===== config.mk =====
export PLATFORM = sky130hd
export DESIGN_NAME = gbs_iou
export DESIGN_NICKNAME = d
export VERILOG_FILES = /design/src/sv/greedy_box_suppression_macros.svh /design/src/sv/gbs_pkg.sv /design/src/sv/gbs_iou.sv
export SDC_FILE = /design/constraint.sdc
export NUM_CORES = 2
export LEC_CHECK = 0
export ABC_AREA = 1
export ABC_CLOCK_PERIOD_IN_PS = 8300
export BUFFER_PORTS_ARGS = -buffer_cell sky130_fd_sc_hd__buf_2
export CAP_MARGIN = 20
export CORE_MARGIN = 4
export CORE_UTILIZATION = 35
export CTS_CLUSTER_DIAMETER = 120
export CTS_CLUSTER_SIZE = 25
export DETAILED_ROUTE_END_ITERATION = 6
export GPL_TIMING_DRIVEN = 0
export HOLD_SLACK_MARGIN = 0.12
export PLACE_DENSITY = 0.47
export SETUP_SLACK_MARGIN = 0.5
export SYNTH_ARGS = -nofsm -noshare
export SYNTH_HDL_FRONTEND = slang
export SYNTH_SLANG_ARGS = --single-unit

===== constraint.sdc =====
create_clock -name clk -period 8.3 [get_ports clk]
set_input_delay 1.245 -clock clk [delete_from_list [all_inputs] [get_ports clk]]
set_output_delay 1.245 -clock clk [all_outputs]
set_load 0.1 [all_outputs]

===== src/sv/greedy_box_suppression_macros.svh =====
// ----------------------------------------------------------------------------
// Assertion macros for greedy_box_suppression
// Concurrent check wrappers that vanish in synthesis builds.
// ----------------------------------------------------------------------------
`ifndef GREEDY_BOX_SUPPRESSION_MACROS_SVH
`define GREEDY_BOX_SUPPRESSION_MACROS_SVH

`ifndef SYNTHESIS
// Property must hold at every clock edge outside reset.
`define GBS_ASSERT(lbl, clk, rst_n, prop) \
	lbl: assert property (@(posedge clk) disable iff (!rst_n) prop) \
		else $error("greedy_box_suppression: property violated");
// Condition must never be seen at a clock edge outside reset.
`define GBS_NEVER(lbl, clk, rst_n, cond) \
	lbl: assert property (@(posedge clk) disable iff (!rst_n) !(cond)) \
		else $error("greedy_box_suppression: forbidden condition seen");
`else
`define GBS_ASSERT(lbl, clk, rst_n, prop)
`define GBS_NEVER(lbl, clk, rst_n, cond)
`endif

`endif


===== src/sv/gbs_pkg.sv =====
`timescale 1ns / 1ps
// ----------------------------------------------------------------------------
// gbs_pkg
// Shared types, constants and helpers of the box suppression block.
// ----------------------------------------------------------------------------
package gbs_pkg;

	localparam int KEEP_DEPTH_DEF  = 128;
	localparam int COORD_BITS_DEF  = 16;
	// Widest coordinate the helpers below support.
	localparam int COORD_MAX       = 24;

	localparam int          THR_W     = 16;
	localparam logic [15:0] THR_RESET = 16'd13107;

	// Configuration port: byte address, one 32-bit word per register.
	localparam int ADDR_W = 3;
	localparam int DATA_W = 32;
	localparam logic REG_IOU_THRESHOLD = 1'b0;

	typedef enum logic [2:0] {
		ST_IDLE,
		ST_SPAN,
		ST_AREA,
		ST_SCAN,
		ST_FIN
	} state_t;

	// Status of the overlap test pipeline toward the sequencer.
	typedef struct packed {
		logic hit;
		logic busy;
	} iou_stat_t;

	// Extent from lo to hi, clamped at zero when the edge pair is inverted.
	function automatic logic [COORD_MAX-1:0] span_f(input logic signed [COORD_MAX:0] lo,
		input logic signed [COORD_MAX:0] hi);
		logic signed [COORD_MAX+1:0] d;
		d = (COORD_MAX+2)'(hi) - (COORD_MAX+2)'(lo);
		if (d > 0) begin
			span_f = d[COORD_MAX-1:0];
		end else begin
			span_f = '0;
		end
	endfunction

endpackage


===== src/sv/gbs_iou.sv =====
`timescale 1ns / 1ps
// ----------------------------------------------------------------------------
// gbs_iou
// Four-stage overlap test of one stored box against the current box.
// ----------------------------------------------------------------------------
module gbs_iou #(
	parameter int COORD_BITS = gbs_pkg::COORD_BITS_DEF
) (
	input  logic                      clk,
	input  logic                      arst_n,
	input  logic                      in_valid,
	input  logic [4*COORD_BITS-1:0]   kept_box,
	input  logic [4*COORD_BITS-1:0]   cur_box,
	input  logic [2*COORD_BITS-1:0]   cur_area,
	input  logic [gbs_pkg::THR_W-1:0] thr,
	output gbs_pkg::iou_stat_t        stat
);

	import gbs_pkg::*;

	localparam int CB     = COORD_BITS;
	localparam int AREA_W = 2 * CB;
	localparam int UNI_W  = AREA_W + 1;
	localparam int PROD_W = UNI_W + THR_W;

	logic signed [CB-1:0] kx0, ky0, kx1, ky1;
	logic signed [CB-1:0] cx0, cy0, cx1, cy1;
	logic signed [CB-1:0] ix0, iy0, ix1, iy1;

	logic [CB-1:0]     iw_s1, ih_s1, kw_s1, kh_s1;
	logic [AREA_W-1:0] inter_s2, karea_s2;
	logic [AREA_W-1:0] inter_s3;
	logic [UNI_W-1:0]  uni_s3;
	logic [AREA_W-1:0] inter_s4;
	logic [PROD_W-1:0] prod_s4;
	logic [PROD_W-1:0] lhs;
	logic              v_s1, v_s2, v_s3, v_s4;

	assign kx0 = $signed(kept_box[4*CB-1:3*CB]);
	assign ky0 = $signed(kept_box[3*CB-1:2*CB]);
	assign kx1 = $signed(kept_box[2*CB-1:CB]);
	assign ky1 = $signed(kept_box[CB-1:0]);
	assign cx0 = $signed(cur_box[4*CB-1:3*CB]);
	assign cy0 = $signed(cur_box[3*CB-1:2*CB]);
	assign cx1 = $signed(cur_box[2*CB-1:CB]);
	assign cy1 = $signed(cur_box[CB-1:0]);

	always_comb begin
		ix0 = (kx0 > cx0) ? kx0 : cx0;
		iy0 = (ky0 > cy0) ? ky0 : cy0;
		ix1 = (kx1 < cx1) ? kx1 : cx1;
		iy1 = (ky1 < cy1) ? ky1 : cy1;
	end

	always_ff @(posedge clk) begin
		iw_s1 <= CB'(span_f((COORD_MAX+1)'(ix0), (COORD_MAX+1)'(ix1)));
		ih_s1 <= CB'(span_f((COORD_MAX+1)'(iy0), (COORD_MAX+1)'(iy1)));
		kw_s1 <= CB'(span_f((COORD_MAX+1)'(kx0), (COORD_MAX+1)'(kx1)));
		kh_s1 <= CB'(span_f((COORD_MAX+1)'(ky0), (COORD_MAX+1)'(ky1)));

		inter_s2 <= AREA_W'(iw_s1) * AREA_W'(ih_s1);
		karea_s2 <= AREA_W'(kw_s1) * AREA_W'(kh_s1);

		// The intersection never exceeds either area, so the union cannot go negative.
		inter_s3 <= inter_s2;
		uni_s3   <= UNI_W'(karea_s2) + UNI_W'(cur_area) - UNI_W'(inter_s2);

		inter_s4 <= inter_s3;
		prod_s4  <= PROD_W'(thr) * PROD_W'(uni_s3);
	end

	always_ff @(posedge clk or negedge arst_n) begin
		if (!arst_n) begin
			v_s1 <= 1'b0;
			v_s2 <= 1'b0;
			v_s3 <= 1'b0;
			v_s4 <= 1'b0;
		end else begin
			v_s1 <= in_valid;
			v_s2 <= v_s1;
			v_s3 <= v_s2;
			v_s4 <= v_s3;
		end
	end

	// An empty union means an empty intersection, and 0 > 0 never suppresses.
	assign lhs       = {1'b0, inter_s4, {THR_W{1'b0}}};
	assign stat.hit  = v_s4 && (lhs > prod_s4);
	assign stat.busy = in_valid || v_s1 || v_s2 || v_s3 || v_s4;

endmodule


# Yosys cells after proc, flatten, opt, wreduce, memory -nomap -nowiden
# Index checks and enable logic that the tools add are counted.
op_classes:
  n_mul: 3
  mux: 4
  n_reduce_logical: 5
  order_cmp: 9
  n_addsub: 6
op_table:
  columns: ["op", "count"]
  rows:
  - ["$gt 17x1->1 const B", 4]
  - ["$sub 16x16->17", 4]
  - ["$mul 16x16->32", 2]
  - ["$mux 16", 4]
  - ["$gt 48x49->1", 1]
  - ["$mul 16x33->49", 1]
  - ["$add 32x32->33", 1]
  - ["$sub 33x32->33", 1]
  - ["$gt 16x16->1", 2]
  - ["$lt 16x16->1", 2]
  - ["$logic_or 1x1->1", 4]
  - ["$logic_and 1x1->1", 1]
totals:
  ff_bits: 278
  input_bits: 179
  out_inout_bits: 2
  word_cells: 41

# Logic depth before layout (Yosys ltp)
depth:
  word_depth: 4
  depth_mapped: 31
  ltp_nobuf: 29

# Least setup slack after synthesis
# OpenSTA, ideal clock, no wires.
synth_timing:
  path_type: "input -> register"
  start: "in thr[1] (netlist bit)"
  end: "reg prod_s4[42]"
  n_path_buf: 2
  t_arrival_ns: 6.153
  cell_stages: 22
  setup_time_ns: 0.112
  path_slack_ns: 2.035
  cell_sequence: "clkbuf_1 > clkbuf_1 > nand2_1 > fa_1 > fa_1 > fa_1 > inv_1 > fa_1 > fa_1 > inv_1 > fa_1 > inv_1 > ha_1 > nand2_1 > nor2_1 > inv_1 > nor4_1 > nand2_1 > o211ai_1 > nand2_1 > nand3_1 > nand2_1"
synth_between:
  elab_chain_cells: 1
synth_lines:
  columns: ["item", "line_no", "text"]
  rows:
  - ["start, declared", "gbs_iou.sv:15", "input logic [gbs_pkg::THR_W-1:0] thr,"]
  - ["$mul 16x33->49", "gbs_iou.sv:69", "prod_s4 <= PROD_W'(thr) * PROD_W'(uni_s3);"]
  - ["end signal, assigned", "gbs_iou.sv:69", null]
  - ["end, declared", "gbs_iou.sv:35", "logic [PROD_W-1:0] prod_s4;"]
# Every way passes these cells.
# A chain may end at the register's enable or synchronous reset.

# Final worst setup path
layout_timing:
  start: "in thr[7] (netlist bit)"
  end: "reg prod_s4[46]"
# Same word-level chain as after synthesis.

==> impl_results.md <==
- Cts bufs inserted: 15
- X dimension of the die: 393 um
- GR Overflow Total: 0
- Floorplan Core Area: 146000 um^2
- RD Place Congestion: 0.945
- Number of H-tree branching levels: 1
- Setup repair after global routing missed its margin: true
- Met1 usage: 0.285
- Root Driver: sky130_fd_sc_hd__clkbuf_16
- Worst-skew pair later-pin latency: 0.52 ns
- Worst path required time: 8.70 ns
- Number of antenna violations at the first check in global routing: 7
- Total wire length after detailed routing: 172000 um
- Resize count post-CTS: 0
- Main flop type after synthesis: sky130_fd_sc_hd__dfxtp_1
- Share of the clock period used by the worst path after layout: 0.902
- Overall fraction of global-route tracks in use: 0.226
- Warnings, synthesis: 0
- Buffer depth of the longest clock path: 3
- Die H: 393 um
- Routing usage on met3: 0.0202
- Worst Hold Class: register to register
- Number of max-cap violations: 0
- Layout filler cell count: 15700
- Ratio of routed vias to standard cells: 4.74
- Num rows: 140
- Worst Slack Setup Final: 0.813 ns
- Clock sinks: 278
- Vias post-DR: 43300
- Portion of synthesized cell area occupied by the leading cell type: 0.331
- Number of distinct library cell variants in the gate-level netlist after synthesis: 47
- Result of the run: completed
- Worst setup slack before clock tree synthesis: -0.00297 ns
- Gate Count Post-Synth: 7034
- Per-instance average area after synthesis: 7.36 um^2
- Drt drc: 0
- Most common cell after layout, fill and taps aside: sky130_fd_sc_hd__nand2_1
- Multi-input logic area: 38000 um^2
- First drt pass iteration count: 6
- Wire length of the first global-routing pass: 267000 um
- Sequential cell area: 5590 um^2
- CP Class: input port to register
- Achievable clock frequency: 134 MHz
- Number of failing hold endpoints at the final stage: 0
- Wire length per cell: 18.9 um
- Crit end category: register
- Async S/R FF share, synth: 0.0144
- Dpl hpwl: 150000 um
- Number of nets in the finished design: 8770
- Most congested layer reported by global routing: met2
- Starting Density: 0.354
- Final clock skew: 0.0261 ns
- Worst-Margin Slew: 1.08 ns
- Setup bufs post-CTS: 0
- Area contributors post-synth: sky130_fd_sc_hd__fa_1 33%, sky130_fd_sc_hd__nand2_1 14%, sky130_fd_sc_hd__inv_1 14%
- Number of synthesized flops with an enable pin: 0
- Clock transition at the registers of the reported paths: 0.10 ns
- Highest-count cells in the layout ignoring fill and taps: 1907 x sky130_fd_sc_hd__nand2_1, 1879 x sky130_fd_sc_hd__inv_1, 856 x sky130_fd_sc_hd__fa_1
- Flop and latch count out of synthesis: 278
- Fraction of final layout cells with drive strength greater than 1: 0.0371
- Worst path arrival time: 7.88 ns
- Library cell occupying the most area in the post-synthesis netlist: sky130_fd_sc_hd__fa_1
- Synth Net Count: 8589
- Remaining max-slew budget at the tightest pin: 0.281
- Setup TNS: 0 ns
- Buffers on Ports: 164
- Largest net degree at the start of global routing: 27
- Vias in the first global route: 45700
- Top Ports: 181
- Area Growth Syn to Fin: 7.12%
- Largest fanout of any net on the critical path: 10
- TritonCTS clock tree: yes
- Hold-fix buffer count after cts: 0
- M2 GR Usage: 0.413
- Die outline area: 154000 um^2
- Cell area after synthesis: 51800 um^2
- Fin crit period: 7.49 ns
- Setup-failing EPs final: 0
- Final Slew Violations: 0
- DRC violation total after the first TritonRoute iteration: 2296
- Number of nets with antenna violations after detailed routing: 0
- Part of the Yosys area used for sequential elements: 0.108
- Crit start category: input port
-- path summary, 6_finish.rpt --
check                      cells after the start             endpoint                 from  slack [ns]
setup / recovery                              22  prod_s4[46]$_DFF_P_               thr[7]        0.81
setup reg to reg                              22  prod_s4[46]$_DFF_P_    uni_s3[7]$_DFF_P_        1.27
min in group asynchronous                      1       v_s2$_DFF_PN0_               arst_n        0.51
hold reg to reg                                0  inter_s4[1]$_DFF_P_  inter_s3[1]$_DFF_P_        0.33
hold / removal                                 0  inter_s4[1]$_DFF_P_  inter_s3[1]$_DFF_P_        0.33
max in group asynchronous                      1       v_s4$_DFF_PN0_               arst_n        7.67
-- area by class of cell --
type                    count  area share
plain buffers             280      0.0204
inverters                1883       0.127
clock buffers              19     0.00722
repair buffers            164      0.0148
well taps                1917      0.0432
diodes                      1   0.0000451
clock inverters             2    0.000835
flip-flops and latches    278       0.101
multi-input cells        4593       0.685
-- cell families after synthesis --
| family | after synthesis | share of synthesized area |
|---|---|---|
| buffers and inverters | 2163 | 0.158 |
| XOR/XNOR | 124 | 0.0210 |
| adder cells (fa/ha/maj) | 1376 | 0.457 |
| flip-flops | 278 | 0.108 |
| AND/OR/NAND/NOR | 2614 | 0.207 |
| AO/OA/AOI/OAI | 479 | 0.0497 |
-- synthesized netlist by cell type, types with 18 or more instances --
cell type                  instances
sky130_fd_sc_hd__o21ai_0         132
sky130_fd_sc_hd__nor2_2           32
sky130_fd_sc_hd__a21oi_1         267
sky130_fd_sc_hd__nand2_1        1907
sky130_fd_sc_hd__nand4_1          80
sky130_fd_sc_hd__inv_1          1879
sky130_fd_sc_hd__ha_1            520
sky130_fd_sc_hd__xnor2_1          38
sky130_fd_sc_hd__xor2_1           86
sky130_fd_sc_hd__clkbuf_1        263
sky130_fd_sc_hd__nand3b_1         18
sky130_fd_sc_hd__dfxtp_1         274
sky130_fd_sc_hd__fa_1            856
sky130_fd_sc_hd__nand3_1         222
sky130_fd_sc_hd__nor2_1          264
sky130_fd_sc_hd__nor3_1           33
-- through the flow --
step	cells	hold slack, ns	area [um^2]	utilization
2_1_floorplan	7034	0.310	51800	-
3_3_place_gp	9115	0.310	55000	0.376
3_5_place_dp	9115	0.312	55000	0.376
4_1_cts	9136	0.337	55400	0.379
5_1_grt	9136	0.346	55500	0.379
6_report	9137	0.334	55500	0.379
-- sequential cells by signal, summed over array words and instances, names as in the netlist, 16 cells and up --
register,cells
ih_s1,16
inter_s2,32
inter_s3,32
inter_s4,32
iw_s1,16
karea_s2,32
kh_s1,16
kw_s1,16
prod_s4,49
uni_s3,33
-- metal layers --
layer	vias up	routed length (um)
met3	210	8040
met4	6	5190
met5	-	46
met1	21100	72600
met2	1096	86600
li1	20900	-
-- worst max-delay path: stages --
cell and delay (ns):
sky130_fd_sc_hd__clkbuf_1 0.41, sky130_fd_sc_hd__clkdlybuf4s15_1 0.82, sky130_fd_sc_hd__nand2_1 0.17, sky130_fd_sc_hd__fa_1 0.58
sky130_fd_sc_hd__inv_1 0.06, sky130_fd_sc_hd__fa_1 0.39, sky130_fd_sc_hd__inv_1 0.08, sky130_fd_sc_hd__fa_1 0.40
sky130_fd_sc_hd__inv_1 0.09, sky130_fd_sc_hd__fa_1 0.41, sky130_fd_sc_hd__fa_1 0.50, sky130_fd_sc_hd__inv_1 0.06
sky130_fd_sc_hd__fa_1 0.53, sky130_fd_sc_hd__inv_1 0.07, sky130_fd_sc_hd__ha_1 0.38, sky130_fd_sc_hd__a21oi_1 0.38
sky130_fd_sc_hd__o21ai_0 0.22, sky130_fd_sc_hd__a21oi_1 0.27, sky130_fd_sc_hd__nand2_1 0.27, sky130_fd_sc_hd__nand3_1 0.15
sky130_fd_sc_hd__nand3_1 0.19, sky130_fd_sc_hd__xor2_1 0.20
Power is left out: the tool's default activity adds up to more than one toggle a clock period on the data nets, which glitch-free logic cannot reach.
